File: config.mk
export PLATFORM = sky130hd
export DESIGN_NAME = block_record_deframer_top
export DESIGN_NICKNAME = d
export VERILOG_FILES = /design/src/sv/bdf_pkg.sv /design/src/sv/bdf_in_stage.sv /design/src/sv/bdf_scan.sv /design/src/sv/bdf_out_reg.sv /design/src/sv/block_record_deframer_top.sv
export SDC_FILE = /design/constraint.sdc
export NUM_CORES = 1
export LEC_CHECK = 0
export ABC_AREA = 1
export BUFFER_PORTS_ARGS = -buffer_cell sky130_fd_sc_hd__clkbuf_2
export CAP_MARGIN = 40
export CORE_MARGIN = 8
export CORE_UTILIZATION = 38
export DETAILED_ROUTE_END_ITERATION = 10
export HOLD_SLACK_MARGIN = 0.1
export PLACE_DENSITY_LB_ADDON = 0.3
export SLEW_MARGIN = 30
export SYNTH_ARGS = -nofsm -noshare
export SYNTH_HDL_FRONTEND = slang
export SYNTH_SLANG_ARGS = --single-unit
File: constraint.sdc
create_clock -name clk -period 10 [get_ports clk]
set_clock_uncertainty 0.15 [all_clocks]
set_input_delay 0.5 -clock clk [delete_from_list [all_inputs] [get_ports clk]]
set_output_delay 0.5 -clock clk [all_outputs]
set_load 0.02 [all_outputs]
File: src/sv/bdf_pkg.sv
// Shared types, constants and helper functions for the block record deframer.
// Used by every module of the block; depends on nothing else.
package bdf_pkg;

    localparam int unsigned ByteW = 8;
    localparam int unsigned WordW = 32;
    localparam int unsigned KindW = 2;
    localparam int unsigned CfgIndexW = 2;
    localparam int unsigned NumMagics = 3;

    // Bytes held between items; the eighth byte of a window is the incoming one.
    localparam int unsigned WinHeld = 7;
    localparam int unsigned FillW = $clog2(WinHeld + 1);

    localparam logic [CfgIndexW-1:0] CfgFileLength = CfgIndexW'(0);
    localparam logic [CfgIndexW-1:0] CfgMaxPayload = CfgIndexW'(1);

    localparam logic [WordW-1:0] FileLengthReset = 32'd0;
    localparam logic [WordW-1:0] MaxPayloadReset = 32'd2000000;
    localparam logic [WordW-1:0] PosMax = 32'hFFFF_FFFF;

    localparam logic [KindW-1:0] KindNone = 2'd3;

    // Magic words, first file byte in the most significant byte.
    localparam logic [WordW-1:0] MagicTab [NumMagics] = '{
        32'h24e9_2764,
        32'hfa1a_f9bf,
        32'haae8_3f5f
    };

    typedef struct packed {
        logic [ByteW-1:0] data_byte;
        logic             file_start;
    } bdf_item_t;

    typedef struct packed {
        logic [WordW-1:0] payload_offset;
        logic [WordW-1:0] payload_length;
        logic [KindW-1:0] magic_kind;
    } bdf_rec_t;

    typedef struct packed {
        logic     emit;
        bdf_rec_t rec;
    } bdf_scan_out_t;

    // Returns the index of the first matching magic, or KindNone.
    function automatic logic [KindW-1:0] match_magic(input logic [WordW-1:0] head);
        logic [KindW-1:0] kind;
        kind = KindNone;
        for (int k = NumMagics - 1; k >= 0; k--)
        begin
            if (head == MagicTab[k])
            begin
                kind = KindW'(k);
            end
        end
        return kind;
    endfunction

endpackage

File: src/sv/bdf_in_stage.sv
// Input register of the deframer: holds one accepted byte item until the
// scanner takes it. Depends on bdf_pkg.
module bdf_in_stage (
    input  logic               clk,
    input  logic               rst_n,
    input  logic               load,
    input  logic               take,
    input  bdf_pkg::bdf_item_t item_in,
    output logic               valid,
    output bdf_pkg::bdf_item_t item_out
);
    import bdf_pkg::*;

    logic      valid_reg;
    logic      valid_next;
    bdf_item_t item_reg;

    always_comb
    begin
        if (load)
        begin
            valid_next = 1'b1;
        end
        else if (take)
        begin
            valid_next = 1'b0;
        end
        else
        begin
            valid_next = valid_reg;
        end
    end

    always_ff @(posedge clk or negedge rst_n)
    begin
        if (!rst_n)
        begin
            valid_reg <= 1'b0;
        end
        else
        begin
            valid_reg <= valid_next;
        end
    end

    always_ff @(posedge clk)
    begin
        if (load)
        begin
            item_reg <= item_in;
        end
    end

    assign valid    = valid_reg;
    assign item_out = item_reg;

endmodule

File: src/sv/bdf_scan.sv
// Scanner of the deframer: configuration registers, window, position and skip
// state, and the combinational header check. Depends on bdf_pkg.
module bdf_scan (
    input  logic                           clk,
    input  logic                           rst_n,
    input  logic                           cfg_we,
    input  logic [bdf_pkg::CfgIndexW-1:0]  cfg_index,
    input  logic [bdf_pkg::WordW-1:0]      cfg_data,
    input  logic                           go,
    input  bdf_pkg::bdf_item_t             item,
    output bdf_pkg::bdf_scan_out_t         scan_out
);
    import bdf_pkg::*;

    logic [WordW-1:0] file_length_reg;
    logic [WordW-1:0] max_payload_reg;
    logic [ByteW-1:0] win_reg  [WinHeld];
    logic [ByteW-1:0] win_next [WinHeld];
    logic [FillW-1:0] fill_reg;
    logic [FillW-1:0] fill_next;
    logic [WordW-1:0] pos_reg;
    logic [WordW-1:0] pos_next;
    logic [WordW-1:0] skip_reg;
    logic [WordW-1:0] skip_next;

    logic [FillW-1:0] fill_cur;
    logic [WordW-1:0] pos_cur;
    logic [WordW-1:0] skip_cur;
    logic [WordW-1:0] len;
    logic [KindW-1:0] kind;
    logic [WordW+1:0] rec_end;
    logic             fits;
    logic             hit;

    // Configuration registers.
    always_ff @(posedge clk or negedge rst_n)
    begin
        if (!rst_n)
        begin
            file_length_reg <= FileLengthReset;
            max_payload_reg <= MaxPayloadReset;
        end
        else if (cfg_we)
        begin
            unique case (cfg_index)
                CfgFileLength: file_length_reg <= cfg_data;
                CfgMaxPayload: max_payload_reg <= cfg_data;
                default: ;
            endcase
        end
    end

    always_comb
    begin
        // A file start clears the state before its byte is taken.
        fill_cur = item.file_start ? '0 : fill_reg;
        pos_cur  = item.file_start ? '0 : pos_reg;
        skip_cur = item.file_start ? '0 : skip_reg;

        pos_next  = (pos_cur == PosMax) ? pos_cur : pos_cur + 32'd1;
        skip_next = skip_cur;
        fill_next = fill_cur;
        win_next  = win_reg;

        len  = {item.data_byte, win_reg[6], win_reg[5], win_reg[4]};
        kind = match_magic({win_reg[0], win_reg[1], win_reg[2], win_reg[3]});

        // Header plus payload must end within the file: cur + 1 + len <= length.
        rec_end = {2'b00, pos_cur} + 34'd1 + {2'b00, len};
        fits = (len != '0) && (len <= max_payload_reg) && (pos_cur >= 32'(WinHeld))
            && (rec_end <= {2'b00, file_length_reg});
        hit = 1'b0;

        if (skip_cur != '0)
        begin
            skip_next = skip_cur - 32'd1;
        end
        else if (fill_cur != FillW'(WinHeld))
        begin
            for (int i = 0; i < WinHeld; i++)
            begin
                if (fill_cur == FillW'(i))
                begin
                    win_next[i] = item.data_byte;
                end
            end
            fill_next = fill_cur + FillW'(1);
        end
        else if ((kind != KindNone) && fits)
        begin
            hit       = 1'b1;
            fill_next = '0;
            skip_next = len;
        end
        else
        begin
            // Rejected window: drop the oldest byte.
            for (int i = 0; i < WinHeld - 1; i++)
            begin
                win_next[i] = win_reg[i + 1];
            end
            win_next[WinHeld - 1] = item.data_byte;
        end

        scan_out.emit               = go && hit;
        scan_out.rec.payload_offset = (pos_cur == PosMax) ? PosMax : pos_cur + 32'd1;
        scan_out.rec.payload_length = len;
        scan_out.rec.magic_kind     = kind;
    end

    always_ff @(posedge clk or negedge rst_n)
    begin
        if (!rst_n)
        begin
            fill_reg <= '0;
            pos_reg  <= '0;
            skip_reg <= '0;
        end
        else if (go)
        begin
            fill_reg <= fill_next;
            pos_reg  <= pos_next;
            skip_reg <= skip_next;
        end
    end

    // Window bytes past the fill count are never read, so they need no reset.
    always_ff @(posedge clk)
    begin
        if (go)
        begin
            win_reg <= win_next;
        end
    end

endmodule

File: src/sv/bdf_out_reg.sv
// Result register of the deframer: holds one found record until the
// downstream side takes it. Depends on bdf_pkg.
module bdf_out_reg (
    input  logic                   clk,
    input  logic                   rst_n,
    input  bdf_pkg::bdf_scan_out_t scan_out,
    input  logic                   out_ready,
    output logic                   out_valid,
    output bdf_pkg::bdf_rec_t      rec
);
    import bdf_pkg::*;

    logic     valid_reg;
    logic     valid_next;
    bdf_rec_t rec_reg;

    always_comb
    begin
        if (scan_out.emit)
        begin
            valid_next = 1'b1;
        end
        else if (out_ready)
        begin
            valid_next = 1'b0;
        end
        else
        begin
            valid_next = valid_reg;
        end
    end

    always_ff @(posedge clk or negedge rst_n)
    begin
        if (!rst_n)
        begin
            valid_reg <= 1'b0;
        end
        else
        begin
            valid_reg <= valid_next;
        end
    end

    always_ff @(posedge clk)
    begin
        if (scan_out.emit)
        begin
            rec_reg <= scan_out.rec;
        end
    end

    assign out_valid = valid_reg;
    assign rec       = rec_reg;

endmodule

File: src/sv/block_record_deframer_top.sv
// Block record deframer: finds magic-tagged, length-prefixed records in a byte stream.
// A record goes to the result register when its last header byte leaves the input register.
// One byte per cycle while not stalled; window, position and skip updates are combinational.
// A full result register that is not taken stalls the scanner and then the input.
// Reset (rst_n, asynchronous, active low) empties both stages, clears the window fill,
// position and skip counts and restores file_length to 0 and max_payload to 2000000.
module block_record_deframer_top (
    input  logic                          clk,
    input  logic                          rst_n,
    input  logic                          cfg_we,
    input  logic [bdf_pkg::CfgIndexW-1:0] cfg_index,
    input  logic [bdf_pkg::WordW-1:0]     cfg_data,
    input  logic                          in_valid,
    output logic                          in_ready,
    input  logic [bdf_pkg::ByteW-1:0]     data_byte,
    input  logic                          file_start,
    output logic                          out_valid,
    input  logic                          out_ready,
    output logic [bdf_pkg::WordW-1:0]     payload_offset,
    output logic [bdf_pkg::WordW-1:0]     payload_length,
    output logic [bdf_pkg::KindW-1:0]     magic_kind
);
    import bdf_pkg::*;

    bdf_item_t     item_in;
    bdf_item_t     item_held;
    logic          held_valid;
    logic          go;
    bdf_scan_out_t scan_out;
    bdf_rec_t      rec;

    // The held item is scanned whenever the result register is free or being
    // emptied in the same cycle; the input stage refills as it drains.
    assign go       = held_valid && (!out_valid || out_ready);
    assign in_ready = !held_valid || go;

    assign item_in.data_byte  = data_byte;
    assign item_in.file_start = file_start;

    bdf_in_stage u_in_stage (
        .clk      (clk),
        .rst_n    (rst_n),
        .load     (in_valid && in_ready),
        .take     (go),
        .item_in  (item_in),
        .valid    (held_valid),
        .item_out (item_held)
    );

    // The scanner owns all sequence state; it advances once per scanned item.
    bdf_scan u_scan (
        .clk       (clk),
        .rst_n     (rst_n),
        .cfg_we    (cfg_we),
        .cfg_index (cfg_index),
        .cfg_data  (cfg_data),
        .go        (go),
        .item      (item_held),
        .scan_out  (scan_out)
    );

    bdf_out_reg u_out_reg (
        .clk       (clk),
        .rst_n     (rst_n),
        .scan_out  (scan_out),
        .out_ready (out_ready),
        .out_valid (out_valid),
        .rec       (rec)
    );

    assign payload_offset = rec.payload_offset;
    assign payload_length = rec.payload_length;
    assign magic_kind     = rec.magic_kind;

    // A record is only produced when the result register can take it.
    assert property (@(posedge clk) disable iff (!rst_n)
        scan_out.emit |-> (!out_valid || out_ready))
        else $error("record emitted into an occupied result register");

    // A record is only produced for an item the input stage held.
    assert property (@(posedge clk) disable iff (!rst_n)
        scan_out.emit |-> held_valid)
        else $error("record emitted without a held item");

    // Delivered records carry a real magic and a nonzero length.
    assert property (@(posedge clk) disable iff (!rst_n)
        out_valid |-> (magic_kind != KindNone) && (payload_length != '0))
        else $error("record with no magic or zero length");

    // The payload always starts after a full eight-byte header.
    assert property (@(posedge clk) disable iff (!rst_n)
        out_valid |-> (payload_offset >= 32'd8))
        else $error("payload offset inside the first header");

endmodule

[Word-level counts from Yosys, hierarchy flattened]
Index checks and enable logic that the tools add are counted.
Operators by class
  add/sub/neg operators: 5
  multipliers: 0
  div/mod/pow operators: 0
  order comparisons: 3
  eq/ne operators: 21
  shift operators: 0
  muxes and demuxes: 29
  bitwise operators: 1
  reduce and logical (&&, ||, !) cells: 26
Operators with widths (count)
  32-bit 2-to-1 mux: 6
  56-bit 2-to-1 mux: 2
  32-bit equality test (second input constant): 3
  32-bit nonzero test: 2
  8-bit 2-to-1 mux: 7
  34-bit by 32-bit adder with 34-bit output: 1
  34-bit by 32-bit <= comparator with 1-bit output: 1
  32-bit by 1-bit adder with 33-bit output (second input constant): 1
  32-bit by 1-bit adder with 32-bit output (second input constant): 1
  32-bit by 30-bit equality test with 1-bit output (second input constant): 1
  32-bit by 3-bit greater-or-equal comparator with 1-bit output (second input constant): 1
  32-bit <= comparator: 1
  32-bit by 1-bit subtractor with 32-bit output (second input constant): 1
  4-bit AND reduction: 7
  2-bit inequality test (second input constant): 8
  3-bit 2-to-1 mux: 4
  3-bit equality test (second input constant): 3
  1-bit 2-to-1 mux: 8
  1-bit logical AND: 7
  3-bit by 2-bit equality test with 1-bit output (second input constant): 2
  2-bit 2-to-1 mux: 2
  2-bit AND reduction: 2
  2-bit nonzero test: 2
  3-bit by 1-bit adder with 3-bit output (second input constant): 1
  9 further kinds: 11
Word-level totals
  register bits: 264
  bits in latches: 0
  bits in writable memories: 0
  bits in read-only memories: 0
  bits of input ports: 48
  output and inout port bits: 68
  word-level logic and storage cells: 104
  memories: 0

[Depth between registers and ports, before layout]
Gate-level depths: netlist of the first run.
  depth in word-level cells: 11
  mapped depth: 41
  gate-level depth less buffers: 36

[By module]
From an unflattened synthesis of the first run, not the netlist that was laid out.
Unflattened totals
  cell total of the unflattened synthesis: 2155
  area, all modules: 16718.5 um^2
Modules (own cells, without submodules)
  bdf_scan: instances 1, cells an instance 2065, area an instance 14362.5 um^2, sequential area each 4968.5 um^2
  bdf_out_reg: instances 1, cells an instance 71, area an instance 2021.9 um^2, sequential area each 2006.9 um^2
  bdf_in_stage: instances 1, cells an instance 14, area an instance 310.3 um^2, sequential area each 295.3 um^2
  block_record_deframer_top: instances 1, cells an instance 5, area an instance 23.8 um^2, sequential area each 0.0 um^2

[Least setup slack after synthesis of the first run]
OpenSTA, ideal clock, no wires.
  path kind: register to register
  start point: register u_in_stage.item_reg, in the netlist u_in_stage.item_out[0]
  end point: register u_out_reg.rec_reg, in the netlist u_out_reg.rec[0], enable pin
  library setup time: 490 ps
  data arrival time: 7934 ps
  data required time: 9360 ps
  setup slack: 1426 ps
  cell stages (with the launch flop): 34
  path buffers: 6
  period minus slack after synthesis: 8574 ps
  cells stage by stage: edfxtp_1 buf_6 buf_6 buf_6 buf_6 clkbuf_1 nor2_1 ha_1 nand3_2 nor2_2 nand2_1 nor2_4 inv_1 nor2_1 inv_1 nor2_1 xor2_1 inv_1 ha_1 a21oi_1 o21ai_0 a21oi_1 nand3_1 a21oi_1 xnor2_1 ha_1 a21oi_1 o21ai_0 a221oi_1 nand2_1 a21oi_4 nand3_4 buf_4 nor2_1
RTL lines
  from (decl): RTL line bdf_in_stage.sv:16  | bdf_item_t item_reg;
  from (signal assigned): RTL line bdf_in_stage.sv:50  | item_reg <= item_in;
  to (signal assigned): RTL line bdf_out_reg.sv:49  | rec_reg <= scan_out.rec;
  to (decl): RTL line bdf_out_reg.sv:15  | bdf_rec_t rec_reg;

==> results.yml, run 1 <==
die:
  design.core.area_sq_um: 42130
  dieArea_sq_um: 49660
  rows: 75
  start_util_pct: 38.59
  pin_count: 116
  die_y_um: 222.9
  fp.dieW_um: 222.9
critical_path:
  worst-path-stages: 28
  worst_ep_arrival_time_ps: 7730
  setup.worst_path.start: "u_in_stage.item_out[0]$_DFFE_PP_"
  timing.rr.start: "u_in_stage.item_out[0]$_DFFE_PP_"
  critPathMaxStageDelay_ps: 680
  cp_num_buf_inv: 4
  worstSetupEndpoint: "u_out_reg.rec[26]$_DFFE_PP_"
  worstPathRequired_ps: 10050
  crit_path_frequent_cell: "a21oi_1"
  path_max_fanout: 50
  timing.rr.end: "u_out_reg.rec[26]$_DFFE_PP_"
  end_kind: "flop"
  start_kind: "flop"
  r2r_cells: 28
  cp_slowest_cell: "buf_4"
  path_class: "reg2reg"
  path_delay_family: "simple AND/OR/NAND/NOR gates"
  reg2reg_slack_ps: 2320
drt:
  antenna_left: 0
  drc: 0
  viasPerCell: 5.054
  drt-total-wl_mm: 48.70
  route.vias.total: 13800
  drtIter0Drc: 1070
  wl_per_cell_um: 17.84
  drt_pre_antenna_iters: 6
timing:
  worst_slack_ps: 2324
  period_minus_slack_ps: 7676
  finalHoldViolations: 0
  rsz0062_at_grt: "false"
  fin_crit_sh_pct: 76.76
  setup_viol: 0
  drv_slew: 0
  relSlewSlack_pct: 44.64
  max_freq_ghz: 0.1303
  max_slew.worst_pin.slew_ps: 830.4
  tns_ps: 0
layout:
  drive_gt1_share_pct: 11.50
  area.growth.synth_to_final_pct: 16.29
  n_fill_cell: 4137
  fin_nets: 2323
  diodes: 0
  final_cells: 2730
  final_cell_mix: "490 x nand2_1, 303 x inv_1, 197 x nor2_1, 188 x o21ai_0, 131 x edfxtp_1"
  layout_commonest_cell: "nand2_1"
  largest_reg_flops: 66
synthesis:
  synth_nets: 2173
  ys.flop_type: "edfxtp_1"
  async_flop_share_pct: 50.38
  yosys_warnings: 0
  synth_top_cells_by_area: "edfxtp_1 24%, dfrtp_1 19%, nand2_1 11%, ha_1 8.3%, inv_1 7.0%"
  avgSynthCellArea_sq_um: 8.065
  synth-edff-count: 131
  ys_types: 56
  synthCells: 2016
  synth.top_cell.area_share_pct: 24.19
  ys_ff_latch: 264
  synth_area_sq_um: 16260
  yosys.area.top_type: "edfxtp_1"
  seq_area_frac_synth_pct: 44.72
grt:
  grt_max_degree: 65
  grt_pass1_wl_mm: 76.15
  met3_usage_pct: 2.952
  antenna_found_initial: 1
  met1_usage_pct: 24.77
  grt_use_met2_pct: 32.73
  grt_overflow: 0
  grt_use_total_pct: 19.27
  grt_pass1_vias: 13550
  grt_most_used_layer: "met2"
clock_tree:
  clockBufferDepth: 3
  cts_tree: "built"
  root_buffer: "clkbuf_16"
  numCtsBuffers: 31
  post-cts-setup-buffers: 0
  htreeDepth: 1
  clkSlewWorstSetupHoldPaths_ps: 60
  holdBufCountCts: 43
  cts_resized: 0
  clkLatencyLatePin_ps: 580
  cts.sinks: 264
power_and_ir_drop:
  leakage_nw: 9.012
  peakVddDrop_uv: 121.4
  power_density_nw_per_um2: 161.3
  total_switching_power_mw: 0.8689
  power_frac_clock_pct: 39.8
  power.internal_mw: 2.181
  comb_power_share_pct: 18.0
  seqPwrFrac_pct: 42.3
  switching_share_pct: 28.49
status:
  outcome: "finished, final reports clean"
placed_design:
  io_buffers: 115
  gp_congestion: 0.9045
  place_inst: 2627
  dpl.hpwl_mm: 37.55
  post-place-ws_ps: 2313
worst_hold_path:
  hold_path_class: "in2reg"
  hold_depth: 3
run:
  maxCapViolCount: 0
==> synth_stat cells, drive strengths merged (5+ instances only) <==
cell,count
a21oi,99
a31oi,9
buf,21
clkbuf,35
dfrtp,126
dfstp,7
edfxtp,131
ha,108
inv,309
nand2,498
nand3,68
nand4,33
nor2,216
nor3,20
nor4,6
o21ai,217
o21bai,5
or2,9
xnor2,28
xor2,44
==> worst min path at each step <==
stage	startpoint	endpoint	slack (ps)
2_1_floorplan	rst_n	u_in_stage.valid$_DFFE_PN0P_	50
3_3_place_gp	u_scan.skip_reg[0]$_DFFE_PN0P_	u_scan.skip_reg[0]$_DFFE_PN0P_	310
3_5_place_dp	u_scan.skip_reg[0]$_DFFE_PN0P_	u_scan.skip_reg[0]$_DFFE_PN0P_	320
4_1_cts	cfg_data[10]	u_scan.max_payload_reg[10]$_DFFE_PN1P_	100
5_1_grt	cfg_data[10]	u_scan.max_payload_reg[10]$_DFFE_PN1P_	120
6_report	cfg_data[10]	u_scan.max_payload_reg[10]$_DFFE_PN1P_	110
==> per-stage QoR <==
stage               area (sq um)  power [mW]  hold slack, ps  util (%)
floorplan                  16260       1.697           54.41         -
global placement           17310       1.821           312.5     41.09
detailed placement         17370       1.840           322.9     41.23
CTS                        18900       3.077           103.2     44.85
global route               18910       3.215           119.9     44.88
finish                     18910       3.050           107.9     44.88
==> power groups by stage <==
stage / combinational (mW) / sequential, mW / clock [mW]
2_1_floorplan: 0.407 / 1.29 / 0
3_3_place_gp: 0.514 / 1.31 / 0
3_5_place_dp: 0.532 / 1.31 / 0
4_1_cts: 0.549 / 1.29 / 1.24
5_1_grt: 0.631 / 1.30 / 1.28
6_report: 0.548 / 1.29 / 1.21
==> routing by layer <==
| layer | vias to the layer above | part of all wire [%] | wire length [um] |
|---|---|---|---|
| met5 | - | 0.025 | 12 |
| met4 | 2 | 3.6 | 1745 |
| met1 | 6478 | 43 | 21100 |
| li1 | 6829 | - | - |
| met3 | 97 | 5.7 | 2777 |
| met2 | 391 | 47 | 23070 |
==> logic make-up (layout without fill, tap and decap cells) <==
family                   after synthesis  in the layout  synth area share [%]
XOR/XNOR                              72             72                 3.878
AND/OR/NAND/NOR                      859            859                 22.72
adder cells (fa/ha/maj)              109            109                 8.434
flip-flops                           264            264                 44.72
buffers and inverters                367            542                 9.080
AO/OA/AOI/OAI                        345            345                 11.17
==> final cells by class <==
type | count | area (sq um) | share of cell area [%]
clock buffer | 43 | 882.1 | 4.665
clock inverter | 15 | 210.2 | 1.112
inverter | 311 | 1175 | 6.214
multi-input combinational | 1385 | 7536 | 39.86
sequential | 264 | 7271 | 38.45
tap | 539 | 674.4 | 3.567
timing repair buffer | 173 | 1160 | 6.134
==> tightest hold or removal path, stage by stage <==
cell and delay, ps:
clkbuf_2 80, inv_1 120, o21ai_0 110
Note: power is estimated with default switching activity, not from simulation.
==> inputs of run 2 (changes only) <==
ABC_AREA = 0   (was 1)
clock period = 7.5 ns   (was 10 ns; I/O delays follow)
==> results.yml, run 2 <==
synthesis:
  yosys_warnings: 0
  synth_top_cells_by_area: "edfxtp_1 25%, dfrtp_1 20%, ha_1 8.7%, nand2_1 5.8%, mux2_2 4.0%"
  ys_ff_latch: 264
  synth.most_common_cell: "nand2_1"
  synth_nets: 1774
  yosys.area.top_type: "edfxtp_1"
  synth_area_sq_um: 15620
  synthCells: 1617
  synthTopCellsByCount: "243 x nand2_1, 131 x edfxtp_1, 126 x dfrtp_1"
  synth-edff-count: 131
  avgSynthCellArea_sq_um: 9.659
  synth.top_cell.area_share_pct: 25.19
  ys_types: 73
  seq_area_frac_synth_pct: 46.55
  ys.flop_type: "edfxtp_1"
  async_flop_share_pct: 50.38
power_and_ir_drop:
  peakVddDrop_uv: 193.6
  leakage_nw: 7.605
  power_density_nw_per_um2: 217.2
clock_tree:
  root_buffer: "clkbuf_16"
  cts_tree: "built"
  cts.sinks: 264
  htreeDepth: 1
  clkLatencyLatePin_ps: 580
  numCtsBuffers: 29
  clkSlewWorstSetupHoldPaths_ps: 60
  clockBufferDepth: 3
grt:
  grt_use_total_pct: 20.53
  grt_pass1_vias: 13020
  grt_pass1_wl_mm: 76.76
  grt_max_degree: 91
  antenna_found_initial: 0
  grt_overflow: 0
critical_path:
  timing.rr.start: "u_in_stage.item_out[0]$_DFFE_PP_"
  worstPathRequired_ps: 7580
  path_max_fanout: 10
  r2r_cells: 25
  reg2reg_slack_ps: 360
  start_kind: "flop"
  timing.rr.end: "u_scan.win_reg[29]$_DFFE_PP_"
  path_class: "reg2reg"
  end_kind: "flop"
  worst_ep_arrival_time_ps: 7220
die:
  start_util_pct: 38.34
  fp.dieW_um: 218.7
  rows: 74
  dieArea_sq_um: 47850
  pin_count: 116
  die_y_um: 218.7
  design.core.area_sq_um: 40740
timing:
  worst_slack_ps: 359.8
  setup_viol: 0
  finalHoldViolations: 0
  max_freq_ghz: 0.1401
  fin_crit_sh_pct: 95.20
  tns_ps: 0
  whs_ps: 218.4
  rsz0062_at_grt: "false"
  drv_slew: 0
  period_minus_slack_ps: 7140
  relSlewSlack_pct: 44.22
  max_slew.worst_pin.slew_ps: 836.8
layout:
  diodes: 0
  area.growth.synth_to_final_pct: 17.70
  largest_reg_flops: 66
  drive_gt1_share_pct: 15.92
  final_cell_mix: "243 x nand2_1, 131 x edfxtp_1, 126 x dfrtp_1, 115 x a21oi_1, 115 x o21ai_0"
  layout_commonest_cell: "nand2_1"
  fin_nets: 1938
drt:
  route.vias.total: 13210
  drt_pre_antenna_iters: 6
  wl_per_cell_um: 21.43
  viasPerCell: 5.658
  antenna_left: 0
  drtIter0Drc: 1041
  drc: 0
  drt-total-wl_mm: 50.05
status:
  outcome: "finished, final reports clean"
placed_design:
  io_buffers: 115
  post-place-ws_ps: 161.4
  gp_congestion: 0.9271
  dpl.hpwl_mm: 36.51
worst_hold_path:
  hold_path_class: "in2async"
run:
  maxCapViolCount: 0
[run 2: area by class of cell]
type | instances | area [sq um]
Tap cell | 532 | 665.6
Multi-Input combinational cell | 1191 | 7781
Clock inverter | 9 | 91.34
Timing Repair Buffer | 197 | 1363
Inverter | 98 | 367.9
Sequential cell | 264 | 7271
Fill cell | 3893 | 22360
Clock buffer | 44 | 844.6
[run 2: report_power, final]
part / switching (mW) / leakage, nW / internal, mW
Clock: 0.596 / 0.460 / 0.814
Combinational: 0.458 / 4.35 / 0.325
Sequential: 0.130 / 2.79 / 1.67
Total: 1.18 / 7.60 / 2.81
[run 2: per-layer routing]
metal | track usage, % | wire length, um
met5 | 0 | 0
met4 | 6.940 | 1650
met3 | 3.871 | 3586
met2 | 35.39 | 24860
met1 | 25.55 | 19950
[run 2: what timing repair did]
action	4_1_cts	5_1_grt
gates resized for setup	0	14
hold buffers	45	0
setup endpoints to repair	0	147
endpoints found under the hold margin	142	0
setup buffers	0	0
[run 2: logic make-up after synthesis]
logic type	after synthesis	synth area share, %
flip-flops	264	46.55
adder cells (fa/ha/maj)	109	8.780
XOR/XNOR	64	3.589
buffers and inverters	162	4.037
AO/OA/AOI/OAI	377	14.84
AND/OR/NAND/NOR	584	18.11
multiplexers	57	4.094
[run 2: how the worst max path moves through the flow]
| stage | slack (ps) | depth (start not counted) | end | startpoint |
|---|---|---|---|---|
| 2_1_floorplan | 40 | 32 | u_out_reg.rec[0]$_DFFE_PP_ | u_in_stage.item_out[0]$_DFFE_PP_ |
| 5_1_grt | 5 | 26 | u_scan.win_reg[42]$_DFFE_PP_ | u_in_stage.item_out[0]$_DFFE_PP_ |
| 4_1_cts | 130 | 24 | u_scan.scan_out[25]$_DFFE_PP_ | u_in_stage.item_out[0]$_DFFE_PP_ |
| 3_3_place_gp | 350 | 24 | u_scan.scan_out[25]$_DFFE_PP_ | u_in_stage.item_out[0]$_DFFE_PP_ |
| 6_report | 360 | 25 | u_scan.win_reg[29]$_DFFE_PP_ | u_in_stage.item_out[0]$_DFFE_PP_ |
| 3_5_place_dp | 160 | 24 | u_scan.scan_out[13]$_DFFE_PP_ | u_in_stage.item_out[0]$_DFFE_PP_ |
[run 2: critical path: stages (launching register included)]
cell and delay, ps:
edfxtp_1 470, nor2b_2 210, ha_1 280, and4_1 290, nand4_1 260, or3_1 520
nor2_1 150, xnor2_1 180, nor2_1 80, ha_2 430, nand3_1 150, or4_1 510
a21o_1 210, nand2_1 130, a21o_1 130, a21oi_1 90, xnor2_1 140, ha_1 290
nand4_1 170, nor4_2 80, or4b_2 640, a21oi_1 260, nor2_1 100, o211ai_1 130
or4_4 290, and3_1 440
[run 2: stage by stage]
| stage | area (sq um) | total power, mW | instances | utilization, % |
|---|---|---|---|---|
| global placement | 16900 | 2.539 | 2234 | 41.48 |
| detailed placement | 16930 | 2.572 | 2236 | 41.54 |
| CTS | 18310 | 4.007 | 2334 | 44.95 |
| global route | 18380 | 4.194 | 2335 | 45.13 |
| floorplan | 15630 | 2.328 | 1617 | - |
| finish | 18380 | 3.993 | 2335 | 45.13 |
==> inputs of run 3 (changes only) <==
SYNTH_HIERARCHICAL = 1   (was not set)
TNS_END_PERCENT = 30   (was not set)
==> results.yml, run 3 <==
status:
  outcome: "finished, final reports clean"
die:
  die_y_um: 223.3
  fp.dieW_um: 223.3
  start_util_pct: 38.23
  pin_count: 116
  design.core.area_sq_um: 42700
  dieArea_sq_um: 49840
  rows: 76
synthesis:
  synthCells: 1764
  async_flop_share_pct: 50.38
  seq_area_frac_synth_pct: 44.55
  yosys.area.top_type: "edfxtp_1"
  synth.top_cell.area_share_pct: 24.10
  avgSynthCellArea_sq_um: 9.253
  synth_top_cells_by_area: "edfxtp_1 24%, dfrtp_1 19%, ha_1 7.6%, nand2_1 6.0%, a21oi_1 4.2%"
  ys_ff_latch: 264
  yosys_warnings: 6
  synth_area_sq_um: 16320
  synth.most_common_cell: "nand2_1"
  ys_types: 86
  synth-edff-count: 131
  synth_nets: 1912
  ys.flop_type: "edfxtp_1"
  synthTopCellsByCount: "263 x nand2_1, 138 x a21oi_1, 131 x edfxtp_1"
worst_hold_path:
  hold_path_class: "in2async"
critical_path:
  worstPathRequired_ps: 7630
  reg2reg_slack_ps: 570
  worst_ep_arrival_time_ps: 7060
  critPathMaxStageDelay_ps: 510
  cp_slowest_cell: "edfxtp_1"
  cp_num_buf_inv: 2
  path_class: "reg2reg"
  path_max_fanout: 11
  end_kind: "flop"
  path_delay_family: "simple AND/OR/NAND/NOR gates"
  path_cells: "buf_4 > nor2b_1 > ha_1 > a21o_1 > maj3_2 > and4_1 > a311oi_1 > a21oi_1 > o21ba_2 > or2_2 > a21oi_1 > xnor2_1 > ha_1 > nand4_1 > nor4_1 > nor4b_1 > a211oi_1 > nand4b_1 > a2111oi_1 > o311ai_1 > buf_2 > and3_1"
  start_kind: "flop"
clock_tree:
  htreeDepth: 1
  clkSlewWorstSetupHoldPaths_ps: 60
  numCtsBuffers: 31
  cts_tree: "built"
  clkLatencyLatePin_ps: 580
  clockBufferDepth: 3
  root_buffer: "clkbuf_16"
  cts.sinks: 264
placed_design:
  io_buffers: 115
  gp_congestion: 0.9068
  place_inst: 2345
  dpl.hpwl_mm: 37.47
timing:
  max_slew.worst_pin.slew_ps: 809.8
  relSlewSlack_pct: 46.01
  drv_slew: 0
  period_minus_slack_ps: 6931
  fin_crit_sh_pct: 92.42
  setup_viol: 0
  rsz0062_at_grt: "false"
  tns_ps: 0
  finalHoldViolations: 0
  max_freq_ghz: 0.1443
drt:
  drt-total-wl_mm: 50.99
  drtIter0Drc: 1365
  wl_per_cell_um: 20.82
  antenna_left: 0
  viasPerCell: 5.667
  drt_pre_antenna_iters: 7
  drc: 0
  route.vias.total: 13880
layout:
  area.growth.synth_to_final_pct: 15.62
  final_util_pct: 44.20
  layout_commonest_cell: "nand2_1"
  fin_nets: 2027
  diodes: 0
  drive_gt1_share_pct: 14.98
  largest_reg_flops: 66
  final_cell_mix: "263 x nand2_1, 138 x a21oi_1, 131 x edfxtp_1, 126 x dfrtp_1, 119 x nor2_1"
  final_cells: 2449
  n_fill_cell: 4094
power_and_ir_drop:
  peakVddDrop_uv: 157.7
  power_density_nw_per_um2: 218.6
  leakage_nw: 8.041
grt:
  grt_pass1_vias: 13660
  antenna_found_initial: 0
  grt_use_total_pct: 20.11
  grt_pass1_wl_mm: 79.62
  grt_max_degree: 75
  grt_overflow: 0
run:
  maxCapViolCount: 0
==> run 3: cell types whose count changed after synthesis, moves of 9 or more <==
| cell | before | now |
|---|---|---|
| nand2_1 | 243 | 263 |
| nor2_1 | 96 | 120 |
| a31oi_1 | 12 | 25 |
| o21ai_0 | 119 | 80 |
| buf_4 | 0 | 36 |
| nor3_1 | 35 | 45 |
| clkbuf_1 | 51 | 67 |
| nor2b_1 | 16 | 32 |
| buf_2 | 0 | 10 |
| nand3_1 | 24 | 58 |
| mux2_2 | 55 | 35 |
| a21oi_1 | 115 | 138 |
| nand4_1 | 44 | 30 |
| ha_1 | 108 | 99 |
==> run 3: path summary, 6_finish.rpt <==
kind / start / endpoint / cells after the start
max: u_in_stage/item_out[0]$_DFFE_PP_ / u_scan/win_reg[28]$_DFFE_PP_ / 22
min: rst_n / u_scan/max_payload_reg[2]$_DFFE_PN0P_ / 2
max reg2reg: u_in_stage/item_out[0]$_DFFE_PP_ / u_scan/win_reg[28]$_DFFE_PP_ / 22
min reg2reg: u_scan/max_payload_reg[27]$_DFFE_PN0P_ / u_scan/max_payload_reg[27]$_DFFE_PN0P_ / 1
max in group asynchronous: rst_n / u_scan/skip_reg[30]$_DFFE_PN0P_ / 3
min in group clk: in_valid / u_in_stage/item_out[1]$_DFFE_PP_ / 2
==> run 3: report_power, final <==
group | total [mW] | switching, mW | internal, mW
registers | 1.79 | 0.129 | 1.66
clock network | 1.59 | 0.625 | 0.967
logic | 0.743 | 0.434 | 0.309
total | 4.13 | 1.19 | 2.94
==> run 3: repair_timing <==
item | in CTS | in global routing
hold buffers | 43 | 0
resized for setup | 0 | 1
endpoints found under the setup margin | 0 | 34
hold endpoints to repair | 133 | 0
setup buffers | 0 | 1
==> run 3: kinds of logic after synthesis <==
kind of cell | count (synthesis) | share of synthesized area [%]
compound gates | 383 | 14.63
xor+xnor | 60 | 3.220
fa+ha+maj | 104 | 7.965
buf+inv | 223 | 6.033
flops | 264 | 44.55
mux | 44 | 2.967
simple gates | 686 | 20.64
==> run 3: area by class of cell <==
| cell class | instances | area (sq um) | area share [%] |
|---|---|---|---|
| multi-input combinational | 1277 | 8094 | 42.89 |
| sequential | 264 | 7271 | 38.53 |
| timing repair buffer | 202 | 1361 | 7.213 |
| clock buffer | 37 | 839.6 | 4.449 |
| tap | 546 | 683.2 | 3.620 |
| inverter | 103 | 386.6 | 2.049 |
| clock inverter | 20 | 236.5 | 1.253 |
==> run 3: layer usage <==
layer / wire, um / share of wire, % / global-route usage (%) / up-vias
met4: 1870 / 3.7 / 7.710 / 0
met3: 3279 / 6.4 / 2.718 / 101
li1: - / - / - / 6543
met1: 22540 / 44 / 27.51 / 6750
met2: 23300 / 46 / 32.01 / 485
met5: 0 / 0 / 0 / -
==> run 3: through the flow <==
stage	total power [mW]	instance area, sq um	hold slack [ps]	setup WS [ps]
floorplan	2.299	16330	-70.59	33.55
global placement	2.504	17310	269.8	631.6
detailed placement	2.532	17340	276.8	527.1
CTS	4.154	18840	237.0	491.7
global route	4.332	18870	288.4	45.62
finish	4.126	18870	231.2	568.8
